## src/design/foc_pkg.sv

```systemverilog
// ----------------------------------------------------------------------------
// foc_pkg: footstep offset clipper shared types and constants
// Coordinate width, payload structs, register map and work item layout.
// ----------------------------------------------------------------------------
`default_nettype none

package foc_pkg;

    localparam int CW    = 16;
    localparam int REGW  = 15;
    localparam int QW    = CW - 1;
    localparam int PW    = CW + 15;
    localparam int SW    = CW + 17;
    localparam int DW    = CW + 18;
    localparam int NW    = 32;
    localparam int NPW   = 30;
    localparam int NUMW  = CW + NPW;
    localparam int DENW  = CW + 17;
    localparam int GW    = ((DW > NW) ? DW : NW) + 1;
    localparam int CMPW  = ((NUMW > DENW + QW) ? NUMW : DENW + QW) + 1;
    localparam int ADDRW = 5;
    localparam int DATAW = 32;
    localparam int QDEPTH = 4;

    localparam logic [2:0] REG_MIN_Y    = 3'd0;
    localparam logic [2:0] REG_MAX_Y    = 3'd1;
    localparam logic [2:0] REG_MAX_X    = 3'd2;
    localparam logic [2:0] REG_CORNER_X = 3'd3;
    localparam logic [2:0] REG_CORNER_Y = 3'd4;

    localparam logic [REGW-1:0] RST_MIN_Y    = 15'd655;
    localparam logic [REGW-1:0] RST_MAX_Y    = 15'd1229;
    localparam logic [REGW-1:0] RST_MAX_X    = 15'd1024;
    localparam logic [REGW-1:0] RST_CORNER_X = 15'd819;
    localparam logic [REGW-1:0] RST_CORNER_Y = 15'd1229;

    typedef struct packed {
        logic signed [CW-1:0] step_x;
        logic signed [CW-1:0] step_y;
    } step_in_t;

    typedef struct packed {
        logic signed [CW-1:0] clipped_x;
        logic signed [CW-1:0] clipped_y;
    } step_out_t;

    typedef struct packed {
        logic [REGW-1:0] min_y;
        logic [REGW-1:0] max_y;
        logic [REGW-1:0] max_x;
        logic [REGW-1:0] corner_x;
        logic [REGW-1:0] corner_y;
    } cfg_t;

    typedef enum logic [1:0] {
        OP_PASS,
        OP_DIV_INNER,
        OP_DIV_OUTER
    } op_t;

    typedef struct packed {
        op_t             op;
        logic [CW-1:0]   rx;
        logic [CW-1:0]   ry;
        logic [NUMW-1:0] num_x;
        logic [NUMW-1:0] num_y;
        logic [DENW-1:0] den;
        logic            neg_x;
        logic            neg_y;
    } work_t;

    typedef struct packed {
        logic full;
        logic empty;
    } q_stat_t;

endpackage

`default_nettype wire

```

## src/design/foc_queue.sv

```systemverilog
// ----------------------------------------------------------------------------
// foc_queue: work item queue
// Small register FIFO between the classifier and the divider back end.
// ----------------------------------------------------------------------------
`default_nettype none

module foc_queue
    import foc_pkg::*;
(
    input  wire logic  aclk,
    input  wire logic  aresetn,
    input  wire logic  push,
    input  wire work_t push_data,
    input  wire logic  pop,
    output work_t      pop_data,
    output q_stat_t    q_stat
);

    localparam int AW = $clog2(QDEPTH);

    work_t         mem_reg [QDEPTH];
    logic [AW-1:0] wr_reg, rd_reg;
    logic [AW:0]   cnt_reg;

    assign pop_data     = mem_reg[rd_reg];
    assign q_stat.full  = cnt_reg == (AW+1)'(QDEPTH);
    assign q_stat.empty = cnt_reg == '0;

    always_ff @(posedge aclk) begin
        if (!aresetn) begin
            wr_reg  <= '0;
            rd_reg  <= '0;
            cnt_reg <= '0;
        end else begin
            if (push) begin
                wr_reg <= wr_reg + 1'b1;
            end
            if (pop) begin
                rd_reg <= rd_reg + 1'b1;
            end
            cnt_reg <= cnt_reg + (AW+1)'(push) - (AW+1)'(pop);
        end
    end

    always_ff @(posedge aclk) begin
        if (push) begin
            mem_reg[wr_reg] <= push_data;
        end
    end

endmodule

`default_nettype wire

```

## config.mk

```make
export PLATFORM = sky130hd
export DESIGN_NAME = foc_queue
export DESIGN_NICKNAME = d
export VERILOG_FILES = /design/src/design/foc_pkg.sv /design/src/design/foc_queue.sv
export SDC_FILE = /design/constraint.sdc
export NUM_CORES = 1
export LEC_CHECK = 0
export BUFFER_PORTS_ARGS = -buffer_cell sky130_fd_sc_hd__buf_4
export CAP_MARGIN = 20
export CORE_AREA = 2 2 275 277
export DETAILED_ROUTE_END_ITERATION = 10
export DIE_AREA = 0 0 277 279
export PLACE_DENSITY = 0.6
export SLEW_MARGIN = 20
export SYNTH_ARGS = -nofsm -noshare
export SYNTH_HDL_FRONTEND = slang
export SYNTH_SLANG_ARGS = --single-unit
```

## constraint.sdc

```tcl
create_clock -name aclk -period 6 [get_ports aclk]
set_input_delay 0.3 -clock aclk [delete_from_list [all_inputs] [get_ports aclk]]
set_output_delay 0.3 -clock aclk [all_outputs]
set_load 0.02 [all_outputs]
```

==> impl_metrics.toml <==
[global_route]
grt_max_degree = 137
grt_pass1_wl_mm = 74.3
overflow = 0
grt_pass1_vias = 12600
track_usage_pct = 12.6
antenna_found_initial = 5

[run_status]
outcome = "complete, no violations"

[setup_path]
crit_family = "flip-flops"
max_stage_delay_ns = 0.88
worstPathMaxFanout = 68
crit_arrival_ns = 2.96
crit_path_start_kind = "register"
worstSetupPathType = "register to output pin"
critPathBufInv = 2
slowest_stage = "dfxtp_4"
cp_cell_sequence = "buf_12 > mux4_2 > buf_4"
cp-end-kind = "output pin"
required_ns = 5.70

[synth]
synth.net_count = 1056
synth_top_area_share_pct = 81.8
syn_inst = 884
synth_seq_cells = 653
syn_area_mm2 = 0.0236
yosys-top-cells-area = "edfxtp_1 82%, mux4_2 15%, dfxtp_1 0.76%, buf_6 0.52%, buf_2 0.38%"
postSynthAreaPerCell_um2 = 26.8
synth.largest_area_cell = "edfxtp_1"
ys_seq_area_share_pct = 82.5
ys.warnings.count = 0
synthDistinctLibCells = 19

[finish]
final_nets = 1597
final_cell_area_mm2 = 0.0312
mostFrequentLayoutCell = "edfxtp_1"
area_growth_pct = 31.8
stdcell_count = 2452
utilization_pct = 42.1
largest_reg_flops = 644
layout_common_cells = "644 x edfxtp_1, 333 x buf_4, 164 x dlygate4sd3_1"
drive_above_1_share_pct = 40.7

[power_and_ir_drop]
power_density_mw_per_mm2 = 346
ir_drop_mv = 0.211
p_leak_nw = 10.5

[floorplan]
die_h_um = 279
ios = 328
start_util_pct = 31.9
core_mm2 = 0.0741
num_rows = 100
die-area_mm2 = 0.0773
dieWidth_um = 277

[route]
drt_iter0_markers = 712
first_pass_iters = 4
vias = 11200
final_antenna_net_count = 0
drcViolationCount = 0
wl_per_cell_um = 19.7
vias_per_cell = 4.57
top_layer = "met5"
wl_mm = 48.4
met2_length_mm = 23.3
wl_met3_mm = 3.56
m1WireLength_mm = 20.4

[clock_network]
clk_path_buf_depth = 3
tritoncts = "done"
cts_buffers = 72
cts_sinks = 653
cts-root-buf = "clkbuf_16"
post-cts-setup-buffers = 0
cts_resized = 0
cts.clk_slew.worst_paths_ns = 0.06
insertion_delay_ns = 0.58
cts_max_level = 3

[timing]
period_needed_ns = 3.26
worstMarginPinSlew_ns = 0.975
setup-tns-final_ns = 0
rsz0062_at_grt = "no"
final_max_slew_viol_count = 0
relSlewSlack_pct = 35.0
hold_viol_final = 0
finalClockSkew_ns = 0.0119
fmax_mhz = 307
min_period_over_period_pct = 54.3
setup_viol = 0

[placed_design]
place_area_mm2 = 0.0273
gp_congestion = 0.680
dp_hpwl_mm = 27.8
io_buffers = 327
place_inst = 2156

[flow_run]
drv_cap = 0

[hold_path]
hp-class = "primary input to register"
## path summary, 6_finish.rpt
| kind | start | slack [ns] | end | depth (start not counted) |
|---|---|---|---|---|
| setup / recovery | register | 2.74 | pop_data[93] | 3 |
| hold / removal | push_data[66] | 0.45 | mem_reg[2][66]$_DFFE_PP_ | 2 |
| setup reg to reg | wr_reg[0]$_SDFFE_PN0P_ | 3.55 | mem_reg[1][86]$_DFFE_PP_ | 3 |
| hold reg to reg | rd_reg[0]$_SDFFE_PN0P_ | 0.55 | register | 2 |
## layer usage
layer | track usage [%] | vias up
met3 | 4.23 | 80
met2 | 20.6 | 319
li1 | - | 4929
met4 | 4.26 | 6
met5 | 0 | -
met1 | 15.7 | 5883
## what timing repair did
item                                    4_1_cts  5_1_grt
hold buffers                                164        0
hold endpoints to repair                    652        0
endpoints found under the setup margin        0        0
## where the power goes
group | switching, mW | internal, mW | total [mW]
Clock | 1.69 | 2.50 | 4.19
Sequential | 0.0685 | 5.25 | 5.32
Combinational | 0.658 | 0.608 | 1.27
## kinds of logic after synthesis
| family | share of synthesized area (%) |
|---|---|
| compound gates | 0.0635 |
| xor+xnor | 0.175 |
| simple gates | 0.317 |
| mux | 15.4 |
| fa+ha+maj | 0.402 |
| buf+inv | 1.13 |
| flops | 82.5 |
## metrics by stage
step	setup slack (ns)	power (mW)	hold WS, ns
after detailed placement	3.29	6.62	0.502
after floorplan	1.24	6.10	0.399
after CTS	2.62	11.0	0.388
after global routing	2.48	11.2	0.416
after global placement	3.28	6.59	0.499
final	2.74	10.8	0.455
## layout make-up
type	count	area [um2]
Fill cell	6458	42900
Sequential cell	653	19500
Timing Repair Buffer	503	4260
Multi-Input combinational cell	188	3870
Clock buffer	92	1900
Tap cell	969	1210
Clock inverter	38	354
Inverter	7	26.3
Antenna cell	2	5.00
## Yosys cell counts
master / number
a21oi_1: 1
dfxtp_1: 9
buf_6: 11
mux2i_1: 1
clkbuf_1: 7
buf_2: 18
ha_1: 6
nand3b_1: 1
and3_1: 1
mux4_2: 161
nor3_1: 1
a21bo_2: 1
inv_1: 7
nor2_1: 5
and2_1: 6
edfxtp_1: 644
xor3_1: 1
fa_1: 1
xnor2_1: 2
No activity file was read; power rests on OpenSTA's default activity.
